## src/hdl/arithmetic_run_scatter_planner_assert.svh

```systemverilog
// Assertion macros for the arithmetic run scatter planner.
`ifndef ARITHMETIC_RUN_SCATTER_PLANNER_ASSERT_SVH
`define ARITHMETIC_RUN_SCATTER_PLANNER_ASSERT_SVH

// Same-cycle implication, checked outside reset.
`define ARSP_ASSERT_NOW(label, ante, cons) \
  label: assert property (@(posedge clk) disable iff (rst) (ante) |-> (cons)) \
    else $error("planner check failed: same-cycle rule");

// Next-cycle implication, checked outside reset.
`define ARSP_ASSERT_NEXT(label, ante, cons) \
  label: assert property (@(posedge clk) disable iff (rst) (ante) |=> (cons)) \
    else $error("planner check failed: next-cycle rule");

`endif

```

## src/hdl/arsp_pkg.sv

```systemverilog
// Shared widths and run descriptor type for the arithmetic run scatter planner.
package arsp_pkg;

  localparam int ID_W  = 6;
  localparam int CNT_W = 7;

  // One arithmetic run: stride, start id and member count
  typedef struct packed {
    logic [ID_W-1:0]  stride;
    logic [ID_W-1:0]  start;
    logic [CNT_W-1:0] len;
  } arsp_run_t;

endpackage

```

## src/hdl/arithmetic_run_scatter_planner.sv

```systemverilog
// Items load one per cycle while in the load state; the closing item starts the plan.
// Each pick sweeps every stride, one run extension step per cycle, then each
// member passes through the read state and then the output state, which waits for out_ready.
// A rejected batch gives its single result in the cycle after the closing item.
// Reset clears the presence map and counters and sets the token space register to 64.
// Arrival indices hold no reset value.
module arithmetic_run_scatter_planner #(
  parameter int MAX_TOKENS = 64
) (
  input  logic                         clk,
  input  logic                         rst,
  input  logic                         cfg_valid,
  output logic                         cfg_ready,
  input  logic [arsp_pkg::CNT_W-1:0]   token_space,
  input  logic                         in_valid,
  output logic                         in_ready,
  input  logic [arsp_pkg::ID_W-1:0]    token_id,
  input  logic                         last,
  output logic                         out_valid,
  input  logic                         out_ready,
  output logic                         status,
  output logic [arsp_pkg::ID_W-1:0]    column,
  output logic [arsp_pkg::ID_W-1:0]    orig_index,
  output logic [arsp_pkg::ID_W-1:0]    token_value,
  output logic                         seg_first,
  output logic [arsp_pkg::ID_W-1:0]    seg_src,
  output logic [arsp_pkg::ID_W-1:0]    seg_dst,
  output logic [arsp_pkg::CNT_W-1:0]   seg_len,
  output logic [arsp_pkg::ID_W-1:0]    seg_stride,
  output logic                         plan_last
);
  import arsp_pkg::*;

  `include "arithmetic_run_scatter_planner_assert.svh"

  localparam int IW = (MAX_TOKENS > 1) ? $clog2(MAX_TOKENS) : 1;
  localparam logic [CNT_W-1:0] MAX_C = CNT_W'(MAX_TOKENS);

  typedef enum logic [3:0] {
    S_LOAD = 4'b0001,
    S_SRCH = 4'b0010,
    S_RD   = 4'b0100,
    S_OUT  = 4'b1000
  } state_t;

  state_t                state;
  logic [MAX_TOKENS-1:0] present;
  logic [ID_W-1:0]       arrival [MAX_TOKENS];
  logic [ID_W-1:0]       arr_q;
  logic [CNT_W-1:0]      loaded_count;
  logic                  reject_flag;
  logic [CNT_W-1:0]      column_count;
  logic [CNT_W-1:0]      space_q;
  logic                  rej;
  logic                  go;
  arsp_run_t             run;
  logic [CNT_W-1:0]      i;
  logic [ID_W-1:0]       v;
  logic [ID_W-1:0]       src;

  logic                  srch_done;
  arsp_run_t             srch_best;

  logic                  in_acc;
  logic                  out_acc;
  logic [IW-1:0]         id_idx;
  logic [IW-1:0]         v_idx;
  logic                  id_ok;
  logic                  last_member;
  logic [MAX_TOKENS-1:0] remaining;

  arsp_search #(
    .MAX_TOKENS(MAX_TOKENS)
  ) u_search (
    .clk    (clk),
    .rst    (rst),
    .go     (go),
    .present(present),
    .done   (srch_done),
    .best   (srch_best)
  );

  // Handshakes and per-item checks
  always_comb begin
    cfg_ready   = 1'b1;
    in_ready    = (state == S_LOAD);
    out_valid   = (state == S_OUT);
    in_acc      = in_valid && in_ready;
    out_acc     = out_valid && out_ready;
    id_idx      = token_id[IW-1:0];
    v_idx       = v[IW-1:0];
    id_ok       = !reject_flag && ({1'b0, token_id} < space_q) &&
                  ({1'b0, token_id} < MAX_C) && !present[id_idx];
    last_member = (i == run.len - CNT_W'(1));
    remaining   = present & ~({{(MAX_TOKENS-1){1'b0}}, 1'b1} << v_idx);
  end

  // Result fields; a rejection shows zeros apart from status and plan_last
  always_comb begin
    status      = rej;
    column      = rej ? '0 : column_count[ID_W-1:0];
    orig_index  = rej ? '0 : arr_q;
    token_value = rej ? '0 : v;
    seg_first   = !rej && (i == '0);
    seg_src     = rej ? '0 : src;
    seg_dst     = rej ? '0 : run.start;
    seg_len     = rej ? '0 : run.len;
    seg_stride  = rej ? '0 : run.stride;
    plan_last   = rej || (last_member && (remaining == '0));
  end

  // Configuration register
  always_ff @(posedge clk) begin
    if (rst) begin
      space_q <= CNT_W'(64);
    end else if (cfg_valid && cfg_ready) begin
      space_q <= token_space;
    end
  end

  // Arrival index store: write on load, registered read per member
  always_ff @(posedge clk) begin
    if (in_acc && id_ok) begin
      arrival[id_idx] <= loaded_count[ID_W-1:0];
    end
  end

  always_ff @(posedge clk) begin
    if (state == S_RD) begin
      arr_q <= arrival[v_idx];
    end
  end

  // Start a search on a clean closing item or when members remain after a run
  always_ff @(posedge clk) begin
    if (rst) begin
      go <= 1'b0;
    end else begin
      go <= (in_acc && last && id_ok) ||
            (out_acc && !rej && last_member && (remaining != '0));
    end
  end

  // Sequencer: load, search, read, present
  always_ff @(posedge clk) begin
    if (rst) begin
      state        <= S_LOAD;
      present      <= '0;
      loaded_count <= '0;
      reject_flag  <= 1'b0;
      column_count <= '0;
      rej          <= 1'b0;
    end else begin
      unique case (state)
        S_LOAD: begin
          if (in_acc) begin
            if (last) begin
              loaded_count <= '0;
              reject_flag  <= 1'b0;
              column_count <= '0;
              if (!id_ok) begin
                rej     <= 1'b1;
                present <= '0;
                state   <= S_OUT;
              end else begin
                present[id_idx] <= 1'b1;
                state           <= S_SRCH;
              end
            end else begin
              if (id_ok) begin
                present[id_idx] <= 1'b1;
              end else begin
                reject_flag <= 1'b1;
              end
              if (loaded_count < MAX_C) loaded_count <= loaded_count + CNT_W'(1);
            end
          end
        end
        S_SRCH: begin
          if (srch_done) begin
            run   <= srch_best;
            i     <= '0;
            v     <= srch_best.start;
            src   <= column_count[ID_W-1:0];
            state <= S_RD;
          end
        end
        S_RD: begin
          state <= S_OUT;
        end
        S_OUT: begin
          if (out_acc) begin
            if (rej) begin
              rej   <= 1'b0;
              state <= S_LOAD;
            end else begin
              present[v_idx] <= 1'b0;
              column_count   <= column_count + CNT_W'(1);
              if (last_member) begin
                if (remaining == '0) begin
                  state <= S_LOAD;
                end else begin
                  state <= S_SRCH;
                end
              end else begin
                i     <= i + CNT_W'(1);
                v     <= v + run.stride;
                state <= S_RD;
              end
            end
          end
        end
        default: state <= S_LOAD;
      endcase
    end
  end

  // A plan entry always names an id still in the map
  `ARSP_ASSERT_NOW(a_entry_present, out_valid && !status, present[v_idx])
  // Loading and presenting never overlap
  `ARSP_ASSERT_NOW(a_no_overlap, in_ready, !out_valid)
  // The final result of a batch hands back to loading with an empty map
  `ARSP_ASSERT_NEXT(a_plan_end, out_valid && out_ready && plan_last,
                    in_ready && (present == '0))

endmodule

```

## src/hdl/arsp_search.sv

```systemverilog
// Longest-run search over the presence map, one run extension step per cycle.
module arsp_search #(
  parameter int MAX_TOKENS = 64
) (
  input  logic                  clk,
  input  logic                  rst,
  input  logic                  go,
  input  logic [MAX_TOKENS-1:0] present,
  output logic                  done,
  output arsp_pkg::arsp_run_t   best
);
  import arsp_pkg::*;

  localparam logic [CNT_W-1:0] MAX_C  = CNT_W'(MAX_TOKENS);
  localparam logic [CNT_W-1:0] LAST_D = CNT_W'(MAX_TOKENS - 1);

  logic                  busy;
  logic [CNT_W-1:0]      d;
  logic [CNT_W-1:0]      k;
  logic [CNT_W-1:0]      sh;
  logic [MAX_TOKENS-1:0] r;

  logic [CNT_W-1:0]      sh_next;
  logic [MAX_TOKENS-1:0] cand;
  logic                  extend;
  logic [ID_W-1:0]       low_start;

  // Lowest start still alive at this stride
  function automatic logic [ID_W-1:0] low_bit(input logic [MAX_TOKENS-1:0] vec);
    logic [ID_W-1:0] idx;
    idx = '0;
    for (int i = MAX_TOKENS - 1; i >= 0; i--) begin
      if (vec[i]) idx = ID_W'(i);
    end
    return idx;
  endfunction

  // Shared shift-and-mask step: starts whose run reaches one more member
  always_comb begin
    sh_next   = sh + d;
    cand      = r & (present >> sh_next);
    extend    = (sh_next < MAX_C) && (cand != '0);
    low_start = low_bit(r);
  end

  // Sweep strides in ascending order, extending runs one member per cycle
  always_ff @(posedge clk) begin
    if (rst) begin
      busy <= 1'b0;
    end else begin
      if (go) begin
        busy     <= 1'b1;
        d        <= CNT_W'(1);
        k        <= CNT_W'(1);
        sh       <= '0;
        r        <= present;
        best.len <= '0;
      end else if (busy) begin
        if (extend) begin
          r  <= cand;
          k  <= k + CNT_W'(1);
          sh <= sh_next;
        end else begin
          if (k > best.len) begin
            best.len    <= k;
            best.stride <= d[ID_W-1:0];
            best.start  <= low_start;
          end
          if (d == LAST_D) begin
            busy <= 1'b0;
          end else begin
            d  <= d + CNT_W'(1);
            k  <= CNT_W'(1);
            sh <= '0;
            r  <= present;
          end
        end
      end
    end
  end

  // Flag the end of the sweep after the last stride closes
  always_ff @(posedge clk) begin
    if (rst) begin
      done <= 1'b0;
    end else begin
      done <= busy && !go && !extend && (d == LAST_D);
    end
  end

endmodule

```

## config.mk

```make
export PLATFORM = sky130hd
export DESIGN_NAME = arithmetic_run_scatter_planner
export DESIGN_NICKNAME = d
export VERILOG_FILES = /design/src/hdl/arsp_pkg.sv /design/src/hdl/arithmetic_run_scatter_planner.sv /design/src/hdl/arsp_search.sv
export VERILOG_INCLUDE_DIRS = /design/src /design/src/hdl
export SDC_FILE = /design/constraint.sdc
export NUM_CORES = 1
export LEC_CHECK = 0
export BUFFER_PORTS_ARGS = -buffer_cell sky130_fd_sc_hd__buf_4
export CAP_MARGIN = 20
export CORE_ASPECT_RATIO = 0.8
export CORE_MARGIN = 10
export CORE_UTILIZATION = 35
export CTS_BUF_LIST = sky130_fd_sc_hd__clkbuf_4
export CTS_CLUSTER_DIAMETER = 40
export DETAILED_ROUTE_END_ITERATION = 8
export GPL_TIMING_DRIVEN = 0
export PLACE_DENSITY_LB_ADDON = 0.15
export SLEW_MARGIN = 10
export SYNTH_ARGS = -nofsm -noshare
export SYNTH_HDL_FRONTEND = slang
export SYNTH_SLANG_ARGS = --single-unit
```

## constraint.sdc

```tcl
create_clock -name clk -period 13.1 [get_ports clk]
set_input_delay 1.965 -clock clk [delete_from_list [all_inputs] [get_ports clk]]
set_output_delay 1.965 -clock clk [all_outputs]
set_load 0.03 [all_outputs]
```

==> impl_metrics.env <==
export IMPL_p_clk_frac=0.384
export IMPL_r2r_start="u_search.d[0]$_SDFFCE_PP1P_"
export IMPL_post_cts_buffers=0
export IMPL_critical_path_depth=11
export IMPL_layout_area_overhead_vs_synth_pct=14.1
export IMPL_vias=26100
export IMPL_antenna_found_initial=6
export IMPL_grt_ovfl_total=0
export IMPL_path_class="flip-flop to output port"
export IMPL_grt_max_degree=53
export IMPL_crit_buf_inv=4
export IMPL_seq_area_frac_synth=0.542
export IMPL_grt_use_total=0.244
export IMPL_cp_arrival_ns=6.49
export IMPL_coreArea_um2=93100
export IMPL_cp_start_kind="flip-flop"
export IMPL_regToRegEndpoint="u_search.r[54]$_DFFE_PP_"
export IMPL_rsz0062_at_grt="false"
export IMPL_synth_edf_count=532
export IMPL_cts_max_path_buffers=3
export IMPL_holdPathStages=0
export IMPL_final_cell_mix="edfxtp_1, nor2_1, clkbuf_4"
export IMPL_die_y_um=294
export IMPL_synth_avg_cell_area_um2=12.3
export IMPL_place_congestion=1.07
export IMPL_clock_sink_count=625
export IMPL_synth_cell_type_count=86
export IMPL_min_from="u_search.best[15]$_DFFE_PP_"
export IMPL_reg2reg_slack_ns=5.19
export IMPL_syn_inst=2678
export IMPL_outcome="completed"
export IMPL_fin_crit_sh=0.645
export IMPL_final_nets=2997
export IMPL_final_common_cell="edfxtp_1"
export IMPL_final_hold_viol_count=0
export IMPL_grt_pass1_vias=25000
export IMPL_h_tree_depth=4
export IMPL_place_ws_ns=5.04
export IMPL_netlist_area_um2=32900
export IMPL_wl_per_cell_um=30.9
export IMPL_die_x_um=363
export IMPL_holdPathEnd="run[15]$_DFFE_PP_"
export IMPL_period_needed_ns=8.45
export IMPL_grt_pass1_wl_mm=187
export IMPL_comb_power_share=0.130
export IMPL_drt_wl_total_mm=133
export IMPL_postRouteAntennaNets=0
export IMPL_start_util=0.353
export IMPL_post_route_util=0.403
export IMPL_slew_violations=0
export IMPL_dieArea_um2=107000
export IMPL_drc_errors=0
export IMPL_drive_gt1_frac=0.216
export IMPL_yosysWarningCount=0
export IMPL_slew_limit_headroom=0.168
export IMPL_worstPathMaxFanout=10
export IMPL_tightest_slew_ns=1.24
export IMPL_timing_fmax_ghz=0.118
export IMPL_powerDensity_nw_per_um2=121
export IMPL_fin_skew_ns=0.0588
export IMPL_p_int_uw=3220
export IMPL_drt_vias_per_instance=6.06
export IMPL_yosys_register_bits=625
export IMPL_drtIter0Drc=3822
export IMPL_synth_ff_type="edfxtp_1"
export IMPL_synthArstFlopShare=0
export IMPL_setup_viol=0
export IMPL_insertion_delay_ns=1.06
export IMPL_worst_r2r_path_depth=15
export IMPL_numCtsBuffers=171
export IMPL_hold_path_class="flip-flop to flip-flop"
export IMPL_seqPwrFrac=0.486
export IMPL_root_buffer="clkbuf_4"
export IMPL_firstDrtPassIters=8
export IMPL_fin_ws_ns=4.65
export IMPL_cp_slowest_cell="clkbuf_1"
export IMPL_p_leak_uw=0.0126
export IMPL_hpwl_mm=101
export IMPL_cpMostUsedCell="clkbuf_1"
export IMPL_postCtsHoldBufs=0
export IMPL_cts_tree="yes"
export IMPL_cap_viol_max_count=0
export IMPL_ios=68
export IMPL_slowest_delay_ns=0.84
export IMPL_io_buffers=64
export IMPL_fp_row_count=100
export IMPL_post_cts_resized=0
export IMPL_sw_frac_of_total=0.290
export IMPL_clk_pin_slew_worst_paths_ns=0.07
export IMPL_ir_worst_vdd_v=0.0000628
export IMPL_switching_power_uw=1310
export IMPL_worst_ep_required_time_ns=11.14
export IMPL_crit_chain="clkbuf_1, inv_1, clkbuf_1, nand3_1, o21ai_0, nand4_1, nor4_1, o2111ai_1, nor3_1, a21o_1, buf_4"
export IMPL_crit_family="simple AND/OR/NAND/NOR gates"
export IMPL_cp_end_kind="output port"
export IMPL_syn_nets=2729
==> area by class of cell <==
type,count,area (µm²)
well taps,1224,1530
repair buffers,95,887
flip-flops and latches,625,17800
fillers,8958,55600
plain buffers,182,815
diodes,5,12.5
clock inverters,60,292
inverters,108,405
clock buffers,245,1840
multi-input cells,1763,13900
==> Yosys cell counts (all sizes together) (23+ instances only) <==
cell type  number  share of area
mux2           48          0.017
nor2b          61          0.012
buf            65          0.011
nor2          254          0.029
o21ai         131          0.020
nand2b         23         0.0044
dfxtp          93          0.057
a31oi          27         0.0051
a21oi         133          0.020
nand4          29         0.0055
o22ai          36         0.0080
mux2i         179          0.054
or2            41         0.0078
clkbuf        117          0.013
nor3           60         0.0093
nand3          68          0.010
a211oi         66          0.015
ha             30          0.011
mux4          148           0.10
edfxtp        532           0.49
nand2         127          0.015
inv           107          0.012
==> registers in the layout, summed over array words and instances, names as in the netlist, 7 cells and up <==
signal / count
present: 64
u_search.d: 7
run: 19
u_search.k: 7
loaded_count: 7
u_search.best: 19
u_search.sh: 7
arrival: 384
i: 7
space_q: 7
u_search.r: 64
==> metrics by stage <==
stage	std cells	power (µW)	setup TNS, ns	hold slack [ns]	cell area (µm²)
2_1_floorplan	2678	2570	0	0.400	32900
3_3_place_gp	3966	2800	-237.46	0.404	34900
3_5_place_dp	3988	2810	0	0.411	35300
4_1_cts	4293	4550	0	0.381	37400
5_1_grt	4306	4700	0	0.422	37500
6_report	4307	4530	0	0.429	37500
==> power groups by stage <==
stage / clock, µW / combinational [µW] / sequential, µW
6_report: 1740 / 589 / 2200
2_1_floorplan: 0 / 334 / 2240
3_5_place_dp: 0 / 561 / 2240
3_3_place_gp: 0 / 543 / 2260
4_1_cts: 1780 / 563 / 2200
5_1_grt: 1890 / 610 / 2200
==> worst reg2reg max path: cells and delay by family (launching register included) <==
family / cells / cell delay, ns
AO/OA/AOI/OAI: 6 / 2.76
adder cells (fa/ha/maj): 2 / 0.83
buffers and inverters: 4 / 2.71
flip-flops: 1 / 0.52
AND/OR/NAND/NOR: 3 / 0.79
==> per-layer routing <==
layer | track usage | wire, µm | part of all wire | vias up
met2 | 0.315 | 51200 | 0.39 | 1651
met1 | 0.376 | 62300 | 0.47 | 13200
met4 | 0.0692 | 2860 | 0.021 | 6
li1 | - | - | - | 11000
met5 | 0.00700 | 125 | 0.00094 | -
met3 | 0.0817 | 16500 | 0.12 | 202
==> worst max path at each step <==
stage,end,start
finish,plan_last,v[2]$_DFFE_PP_
global route,plan_last,v[2]$_DFFE_PP_
CTS,plan_last,v[2]$_DFFE_PP_
detailed placement,arrival[60][1]$_DFFE_PP_,token_id[1]
global placement,u_search.r[61]$_DFFE_PP_,u_search.d[0]$_SDFFCE_PP1P_
floorplan,u_search.k[0]$_SDFFCE_PN1P_,u_search.d[0]$_SDFFCE_PP1P_
==> cells by family (layout without fill, tap and decap cells) <==
family / Yosys count / in the layout / synth area share
buffers and inverters: 290 / 690 / 0.0371
adders and majority gates: 32 / 32 / 0.0126
xor gates and xnor gates: 39 / 39 / 0.0110
DFF: 625 / 625 / 0.542
AOI/OAI and AO/OA: 551 / 551 / 0.109
and+or+nand+nor: 764 / 764 / 0.114
other: 2 / 7 / 0.000228
muxes: 375 / 375 / 0.173
Power figures use the tool's default switching activity.
